### src/design/rc4_pkg.sv
// rc4_pkg: shared types, micro-op codes and the microcode program of the rc4 cipher
// used by rc4_seq, rc4_dp and rc4_stream_cipher; no dependencies
package rc4_pkg;

   localparam int BOX_AW    = 8;
   localparam int BOX_DEPTH = 256;
   localparam int STEP_W    = 4;
   localparam int OP_W      = 4;
   localparam int COND_W    = 3;

   typedef logic [STEP_W-1:0] step_type;
   typedef logic [OP_W-1:0]   op_type;
   typedef logic [COND_W-1:0] cond_type;
   typedef logic [BOX_AW-1:0] byte_type;

   // datapath micro-ops
   localparam op_type OP_IDLE   = 4'd0;
   localparam op_type OP_D_RDI  = 4'd1;
   localparam op_type OP_D_RDJ  = 4'd2;
   localparam op_type OP_D_SWI  = 4'd3;
   localparam op_type OP_D_OUT  = 4'd4;
   localparam op_type OP_K_INIT = 4'd5;
   localparam op_type OP_K_RD   = 4'd6;
   localparam op_type OP_K_RDJ  = 4'd7;
   localparam op_type OP_K_SWI  = 4'd8;
   localparam op_type OP_K_SWJ  = 4'd9;
   localparam op_type OP_K_DONE = 4'd10;

   // sequencing conditions
   localparam cond_type JC_NEXT     = 3'd0;
   localparam cond_type JC_JUMP     = 3'd1;
   localparam cond_type JC_DISPATCH = 3'd2;
   localparam cond_type JC_OUTFREE  = 3'd3;
   localparam cond_type JC_MORE     = 3'd4;

   // program addresses
   localparam step_type P_IDLE = 4'd0;
   localparam step_type P_D0   = 4'd1;
   localparam step_type P_D1   = 4'd2;
   localparam step_type P_D2   = 4'd3;
   localparam step_type P_D3   = 4'd4;
   localparam step_type P_K0   = 4'd5;
   localparam step_type P_K1   = 4'd6;
   localparam step_type P_K2   = 4'd7;
   localparam step_type P_K3   = 4'd8;
   localparam step_type P_K4   = 4'd9;
   localparam step_type P_K5   = 4'd10;

   typedef struct packed {
      cond_type cond;
      step_type target;
      op_type   op;
   } uword_type;

   typedef struct packed {
      op_type op;
      logic   idle;
   } ctrl_type;

   typedef struct packed {
      logic accept;
      logic is_data;
      logic is_last;
      logic out_free;
      logic k_more;
   } stat_type;

   function automatic uword_type ucode(input step_type pc);
      uword_type w;
      begin
         case (pc)
            P_IDLE:  w = '{JC_DISPATCH, P_IDLE, OP_IDLE};
            P_D0:    w = '{JC_NEXT,     P_IDLE, OP_D_RDI};
            P_D1:    w = '{JC_NEXT,     P_IDLE, OP_D_RDJ};
            P_D2:    w = '{JC_NEXT,     P_IDLE, OP_D_SWI};
            P_D3:    w = '{JC_OUTFREE,  P_IDLE, OP_D_OUT};
            P_K0:    w = '{JC_NEXT,     P_IDLE, OP_K_INIT};
            P_K1:    w = '{JC_NEXT,     P_IDLE, OP_K_RD};
            P_K2:    w = '{JC_NEXT,     P_IDLE, OP_K_RDJ};
            P_K3:    w = '{JC_NEXT,     P_IDLE, OP_K_SWI};
            P_K4:    w = '{JC_MORE,     P_K1,   OP_K_SWJ};
            P_K5:    w = '{JC_JUMP,     P_IDLE, OP_K_DONE};
            default: w = '{JC_JUMP,     P_IDLE, OP_IDLE};
         endcase
         return w;
      end
   endfunction

endpackage

### src/design/rc4_seq.sv
// rc4_seq: step counter and microcode fetch with conditional jumps
// depends on rc4_pkg
module rc4_seq (
   input  logic              clock,
   input  logic              reset,
   input  rc4_pkg::stat_type stat,
   output rc4_pkg::ctrl_type ctrl
);

   rc4_pkg::step_type  pc_ff;
   rc4_pkg::step_type  pc_in;
   rc4_pkg::uword_type uw;

   assign uw = rc4_pkg::ucode(pc_ff);

   always_comb begin
      case (uw.cond)
         rc4_pkg::JC_NEXT:     pc_in = pc_ff + 1'b1;
         rc4_pkg::JC_JUMP:     pc_in = uw.target;
         rc4_pkg::JC_DISPATCH: begin
            if (stat.accept && stat.is_data) begin
               pc_in = rc4_pkg::P_D0;
            end else if (stat.accept && stat.is_last) begin
               pc_in = rc4_pkg::P_K0;
            end else begin
               pc_in = pc_ff;
            end
         end
         // hold until the result register can take the word
         rc4_pkg::JC_OUTFREE:  pc_in = stat.out_free ? uw.target : pc_ff;
         rc4_pkg::JC_MORE:     pc_in = stat.k_more ? uw.target : pc_ff + 1'b1;
         default:              pc_in = rc4_pkg::P_IDLE;
      endcase
   end

   always_ff @(posedge clock) begin
      if (reset) begin
         pc_ff <= rc4_pkg::P_IDLE;
      end else begin
         pc_ff <= pc_in;
      end
   end

   assign ctrl.op   = uw.op;
   assign ctrl.idle = (pc_ff == rc4_pkg::P_IDLE);

endmodule

### config.mk
export PLATFORM = sky130hd
export DESIGN_NAME = rc4_seq
export DESIGN_NICKNAME = d
export VERILOG_FILES = /design/src/design/rc4_pkg.sv /design/src/design/rc4_seq.sv
export SDC_FILE = /design/constraint.sdc
export NUM_CORES = 1
export LEC_CHECK = 0
export ABC_AREA = 1
export BUFFER_PORTS_ARGS = -buffer_cell sky130_fd_sc_hd__buf_4
export CAP_MARGIN = 10
export CORE_UTILIZATION = 47
export DETAILED_ROUTE_END_ITERATION = 8
export GPL_TIMING_DRIVEN = 0
export PLACE_DENSITY = 0.71
export SYNTH_ARGS = -nofsm -noshare
export SYNTH_HDL_FRONTEND = slang
export SYNTH_SLANG_ARGS = --single-unit
export TNS_END_PERCENT = 100
### constraint.sdc
create_clock -name clock -period 1.4 [get_ports clock]
set_input_delay 0.28 -clock clock [delete_from_list [all_inputs] [get_ports clock]]
set_output_delay 0.28 -clock clock [all_outputs]
set_load 0.05 [all_outputs]
==> results of run 1 <==
==> registers in the layout, summed over array words and instances (netlist names) <==
signal / flops
uw: 7
pc_ff: 4
==> cells in the final DEF (no fill, tap or decap) <==
| cell | count |
|---|---|
| clkinv_2 | 1 |
| buf_6 | 1 |
| buf_4 | 17 |
| nor2_2 | 6 |
| nand2_1 | 22 |
| clkbuf_4 | 3 |
| nor2_1 | 3 |
| dfxtp_1 | 6 |
| nand4_1 | 2 |
| nand3_4 | 1 |
| nand3_2 | 5 |
| ha_4 | 1 |
| inv_1 | 9 |
| ha_2 | 1 |
| dfxtp_2 | 5 |
| inv_2 | 6 |
| a21oi_1 | 1 |
| o21ai_1 | 1 |
| nor2_4 | 4 |
| nor3_2 | 2 |
| nand3_1 | 3 |
| nand2_4 | 5 |
| nand2_2 | 12 |
==> cells by family after synthesis <==
logic type,count (synthesis),share of synthesized area
and+or+nand+nor,65,0.503
buffers and inverters,19,0.126
DFF,11,0.321
AOI/OAI and AO/OA,2,0.0146
adders and majority gates,2,0.0364
==> power by group through the flow <==
stage / Combinational [mW] / Clock (mW) / Sequential, mW
after detailed placement: 1.09 / 0 / 0.494
after global routing: 1.56 / 0.240 / 0.522
after CTS: 1.23 / 0.224 / 0.496
final: 1.42 / 0.223 / 0.509
after floorplan: 0.876 / 0 / 0.476
after global placement: 1.06 / 0 / 0.490
==> path summary, 6_finish.rpt <==
kind         endpoint  slack, ns  cells past startpoint
max             uw[0]      0.002                     11
min          pc_ff[2]       0.43                      4
max reg2reg     uw[0]      0.002                     11
min reg2reg  pc_ff[3]       0.69                      4
==> metrics by stage <==
stage / power (mW) / utilization
6_report: 2.15 / 0.705
5_1_grt: 2.32 / 0.705
4_1_cts: 1.95 / 0.654
3_5_place_dp: 1.59 / 0.593
3_3_place_gp: 1.55 / 0.593
2_1_floorplan: 1.35 / -
==> what timing repair did <==
action | 4_1_cts | 5_1_grt
endpoints found under the hold margin | 0 | 0
resized for setup | 9 | 25
pin swaps | 6 | 10
setup endpoints to repair | 5 | 8
buffers inserted | 4 | 0
==> routing by layer <==
metal,share of wire,track usage
met1,0.42,0.254
met2,0.55,0.387
met3,0.036,0.0833
met4,0,0.0250
met5,0,0
==> worst max-delay path: cells and delay by family, from the launching register on <==
family / cells / cell delay, ns
adders and majority gates: 1 / 0.26
buffers and inverters: 2 / 0.08
DFF: 1 / 0.37
and+or+nand+nor: 8 / 0.58
==> area by class of cell <==
type / instances / area (µm²)
Timing Repair Buffer: 14 / 109
Tap cell: 15 / 18.8
Buffer: 4 / 30.0
Inverter: 15 / 56.3
Clock buffer: 3 / 22.5
Sequential cell: 11 / 226
Multi-Input combinational cell: 69 / 473
Fill cell: 119 / 393
Clock inverter: 1 / 5.00
==> flow_metrics.py, run 1 <==
metrics = {
    "finish": {
        "antenna-diode-count": 0,
        "post-route-cell-area_um2": 941,
        "drive_above_1_share": 0.598,
        "number_of_standard_cells_in_the_layout_taps_in_and_fillers_out": 132,
        "area_growth_syn_to_layout_pct": 37.0,
        "design.final.nets": 127,
    },
    "worst_setup_path": {
        "critical_path.reg2reg.startpoint": "pc_ff[0]",
        "critical_path_required_ns": 1.57,
        "path_max_fanout": 3,
        "critical_path.max_stage_delay_ns": 0.37,
        "crit_path_start_kind": "flop",
        "setup.worst_path.end_class": "flop",
        "cells_along_the_critical_path": "inv_2 -> ha_4 -> inv_2 -> nand2_1 -> nand2_1 -> nand3_2 -> nand2_2 -> nor2_4 -> nor2_4 -> nand3_2 -> nand2_1",
        "crit_arrival_ns": 1.57,
        "path_common_cell": "nand2_1",
        "cpMaxStageDelayCell": "dfxtp_2",
        "cp-startpoint": "pc_ff[0]",
        "timing.setup.critical_path_class": "flop to flop",
    },
    "placed_design": {
        "postPlaceCellArea_um2": 791,
        "post-place-ws_ns": -0.0611,
        "gpl.final_weighted_congestion": 0.799,
        "numPlacedInstances": 125,
        "io_buffer_count": 11,
        "detailed_place_hpwl_mm": 1.09,
    },
    "sta": {
        "worst_slew_pin_slew_ns": 0.321,
        "fin_tns_setup_ns": 0,
        "layout_min_cycle_time_ns": 1.40,
        "max-slew-margin-rel": 0.786,
        "final-max-slew-violation-count": 0,
        "timing.clock.skew_ns": 0.00353,
        "finalSetupViolations": 0,
        "timing.fmax_ghz": 0.715,
        "grt_setup_unrepaired": "yes",
        "layout_setup_ws_ns": 0.00236,
        "final_min_period_over_clock_period": 0.998,
        "fin_hold_ws_ns": 0.430,
        "hold_viol": 0,
    },
    "logic_synthesis": {
        "synth.top_cells.by_area": "dfxtp_1 32%, nand2_1 16%, inv_1 7.7%",
        "synth.yosys.warnings": 0,
        "synth-async-reset-ratio": 0,
        "post-synth-top-area-fraction": 0.321,
        "yosysTopAreaCell": "dfxtp_1",
        "seq_area_frac_synth": 0.321,
        "synth-edff-count": 0,
        "synthesized_instance_count": 99,
        "synth_fp_nets": 108,
        "postSynth.topFlopCell": "dfxtp_1",
        "syn-mean-instance-area_um2": 6.94,
        "yosys_register_bits": 11,
        "mappedNetlistArea_um2": 687,
        "synthTopCellsByCount": "29 x nand2_1, 14 x inv_1, 11 x dfxtp_1",
        "synth_most_common_cell": "nand2_1",
        "synthDistinctLibCells": 17,
    },
    "die": {
        "die_area_mm2": 0.00162,
        "num_rows": 13,
        "core_area_mm2": 0.00133,
        "fp.dieW_um": 40.2,
        "start_util": 0.515,
        "floorplan.die.height_um": 40.2,
        "io-pin-count": 12,
    },
    "clock_network": {
        "numClockSinks": 11,
        "numCtsBuffers": 3,
        "clock_pin_slew_reported_for_the_worst_setup_and_hold_paths_after_clock_tree_synthesis_ns": 0.08,
        "cts_buffer_depth": 2,
        "cts-root-buf": "clkbuf_4",
        "clock_tree_from_tritoncts": "yes",
        "postCtsHoldBufs": 0,
        "htree_num_levels": 1,
        "clock_insertion_delay_worst_skew_ns": 0.27,
    },
    "power_and_ir_drop": {
        "power.share.combinational": 0.660,
        "power.share.switching": 0.503,
        "power_frac_clock": 0.104,
        "power.leakage_nw": 0.487,
        "power.internal_mw": 1.07,
        "vdd_ir_drop_max_uv": 1270,
        "switching_power_mw": 1.08,
        "p_per_cell_area_mw_per_mm2": 2290,
        "seqPwrFrac": 0.236,
    },
    "global_route": {
        "first_global_vias": 569,
        "pin_count_of_the_biggest_net_entering_global_routing": 8,
        "global_route_wire_length_before_repair_mm": 2.29,
        "grt.overflow.total": 0,
        "number_of_antenna_violations_at_the_first_check_in_global_routing": 0,
        "track_usage": 0.218,
    },
    "run_status": {
        "run_status": "complete, no violations",
    },
    "drt": {
        "first_pass_iters": 4,
        "detail_route.iter0.violations": 5,
        "drc": 0,
        "post_drt_via_cell_ratio": 4.89,
        "routed_wire_length_per_instance_um": 11.3,
        "vias": 645,
        "antenna_violating_nets_left": 0,
        "postRouteWirelength_mm": 1.50,
    },
    "min_path": {
        "hold_class": "input port to flop",
        "hp-start": "reset",
    },
    "run": {
        "drv_cap": 0,
    },
}
(Power assumes the default switching activity.)
==> inputs of run 2 (changes only) <==
--- a/config.mk
+++ b/config.mk
@@ -10,7 +10,6 @@
 export CAP_MARGIN = 10
 export CORE_UTILIZATION = 47
 export DETAILED_ROUTE_END_ITERATION = 8
-export GPL_TIMING_DRIVEN = 0
 export PLACE_DENSITY = 0.71
 export SYNTH_ARGS = -nofsm -noshare
 export SYNTH_HDL_FRONTEND = slang
==> flow_metrics.py, run 2 (synthesized netlist as in run 1, its figures left out) <==
metrics = {
    "run_status": {
        "run_status": "complete, no violations",
    },
    "clock_network": {
        "clock_insertion_delay_worst_skew_ns": 0.26,
        "clock_tree_from_tritoncts": "yes",
        "htree_num_levels": 1,
        "cts-root-buf": "clkbuf_4",
        "clock_pin_slew_reported_for_the_worst_setup_and_hold_paths_after_clock_tree_synthesis_ns": 0.06,
        "numCtsBuffers": 3,
        "numClockSinks": 11,
        "cts_buffer_depth": 2,
    },
    "drt": {
        "detail_route.iter0.violations": 8,
        "post_drt_via_cell_ratio": 5.02,
        "antenna_violating_nets_left": 0,
        "first_pass_iters": 4,
        "vias": 637,
        "postRouteWirelength_mm": 1.52,
        "drc": 0,
        "routed_wire_length_per_instance_um": 12.0,
    },
    "min_path": {
        "worst_hold_path.num_cells": 4,
        "hp-start": "reset",
        "min_to": "pc_ff[1]",
        "hold_class": "input port to flop",
    },
    "global_route": {
        "global_route.usage.met1": 0.235,
        "first_global_vias": 536,
        "number_of_antenna_violations_at_the_first_check_in_global_routing": 0,
        "pin_count_of_the_biggest_net_entering_global_routing": 7,
        "grt.overflow.total": 0,
        "grt_use_met2": 0.335,
        "grt_util_met3": 0.0833,
        "global_route_wire_length_before_repair_mm": 2.06,
        "track_usage": 0.193,
        "globalRoute.busiestLayer": "met2",
    },
    "worst_setup_path": {
        "path_max_fanout": 2,
        "critical_path_required_ns": 1.12,
        "setup.worst_path.end_class": "primary output",
        "timing.setup.critical_path_class": "flop to primary output",
        "worst_r2r_endpoint": "uw[0]",
        "critical_path.reg2reg.startpoint": "pc_ff[0]",
        "crit_path_start_kind": "flop",
        "cp-startpoint": "pc_ff[1]",
        "worst-r2r-setup-slack_ns": 0.05,
        "worst-r2r-cell-count": 11,
        "crit_arrival_ns": 1.08,
    },
    "sta": {
        "final-max-slew-violation-count": 0,
        "max-slew-margin-rel": 0.772,
        "timing.fmax_ghz": 0.736,
        "fin_tns_setup_ns": 0,
        "grt_setup_unrepaired": "yes",
        "layout_min_cycle_time_ns": 1.36,
        "timing.clock.skew_ns": 0.00575,
        "worst_slew_pin_slew_ns": 0.342,
        "hold_viol": 0,
        "final_min_period_over_clock_period": 0.971,
        "finalSetupViolations": 0,
    },
    "die": {
        "start_util": 0.515,
        "num_rows": 13,
        "core_area_mm2": 0.00133,
        "fp.dieW_um": 40.2,
        "io-pin-count": 12,
        "floorplan.die.height_um": 40.2,
        "die_area_mm2": 0.00162,
    },
    "placed_design": {
        "io_buffer_count": 11,
        "detailed_place_hpwl_mm": 1.14,
        "gpl.final_weighted_congestion": 0.862,
    },
    "finish": {
        "final_core_utilization": 0.672,
        "area_growth_syn_to_layout_pct": 30.4,
        "layout.cells.most_common": "nand2_1",
        "largest_register_ffs": 7,
        "layout.cells.most_common_list": "22 x nand2_1, 12 x nand2_2, 12 x buf_4",
        "design.final.nets": 122,
        "antenna-diode-count": 0,
        "drive_above_1_share": 0.536,
    },
    "power_and_ir_drop": {
        "p_per_cell_area_mw_per_mm2": 2300,
        "vdd_ir_drop_max_uv": 1240,
        "power.leakage_nw": 0.459,
    },
    "run": {
        "drv_cap": 0,
    },
}
[run 2: cell types whose count changed in the layout (fill, tap and decap cells not counted), sizes merged]
| cell | before | now |
|---|---|---|
| buf | 18 | 13 |
| clkbuf | 3 | 4 |
| clkinv | 1 | 0 |
[run 2: how the worst max path moves through the flow]
stage	slack, ns	to	cells past startpoint
final	0.04	ctrl[0]	5
after global routing	-0.05	uw[8]	10
after CTS	0.004	ctrl[0]	5
after detailed placement	-0.04	uw[8]	11
after global placement	0.05	uw[8]	11
after floorplan	0.10	uw[8]	11
[run 2: routing by layer]
metal / vias up / share of wire
met5: - / 0
li1: 326 / -
met1: 295 / 0.39
met3: 2 / 0.040
met2: 14 / 0.56
met4: 0 / 0.011
[run 2: critical path, cell delays in order (launching register included)]
cell and delay [ns]:
dfxtp_2 0.33, inv_2 0.07, ha_4 0.13, nand2_2 0.04, nor2_2 0.08, buf_6 0.16
[run 2: area by class of cell]
type	count	area, µm²
multi-input combinational	69	463
timing repair buffer	13	101
inverter	15	56.3
clock buffer	4	26.3
fill	115	438
sequential	11	230
tap	15	18.8
[run 2: what timing repair did]
item,4_1_cts,5_1_grt
pin swaps,5,7
buffers inserted,0,0
hold endpoints to repair,0,0
hold buffers,0,0
resized for setup,8,23
setup endpoints to repair,5,7
[run 2: power by group]
group / switching, mW / total (mW) / internal (mW)
clock: 0.100 / 0.210 / 0.110
combinational: 0.858 / 1.33 / 0.473
sequential: 0.0915 / 0.521 / 0.430
[run 2: per-stage QoR]
step / hold WS (ns) / area, µm² / setup WS (ns) / cells / power [mW]
after detailed placement: 0.627 / 776 / -0.0358 / 123 / 1.58
after floorplan: 0.543 / 689 / 0.102 / 99 / 1.35
after CTS: 0.393 / 823 / 0.00393 / 127 / 1.86
after global routing: 0.471 / 896 / -0.0469 / 127 / 2.22
after global placement: 0.622 / 776 / 0.0539 / 123 / 1.55
final: 0.443 / 896 / 0.0406 / 127 / 2.06
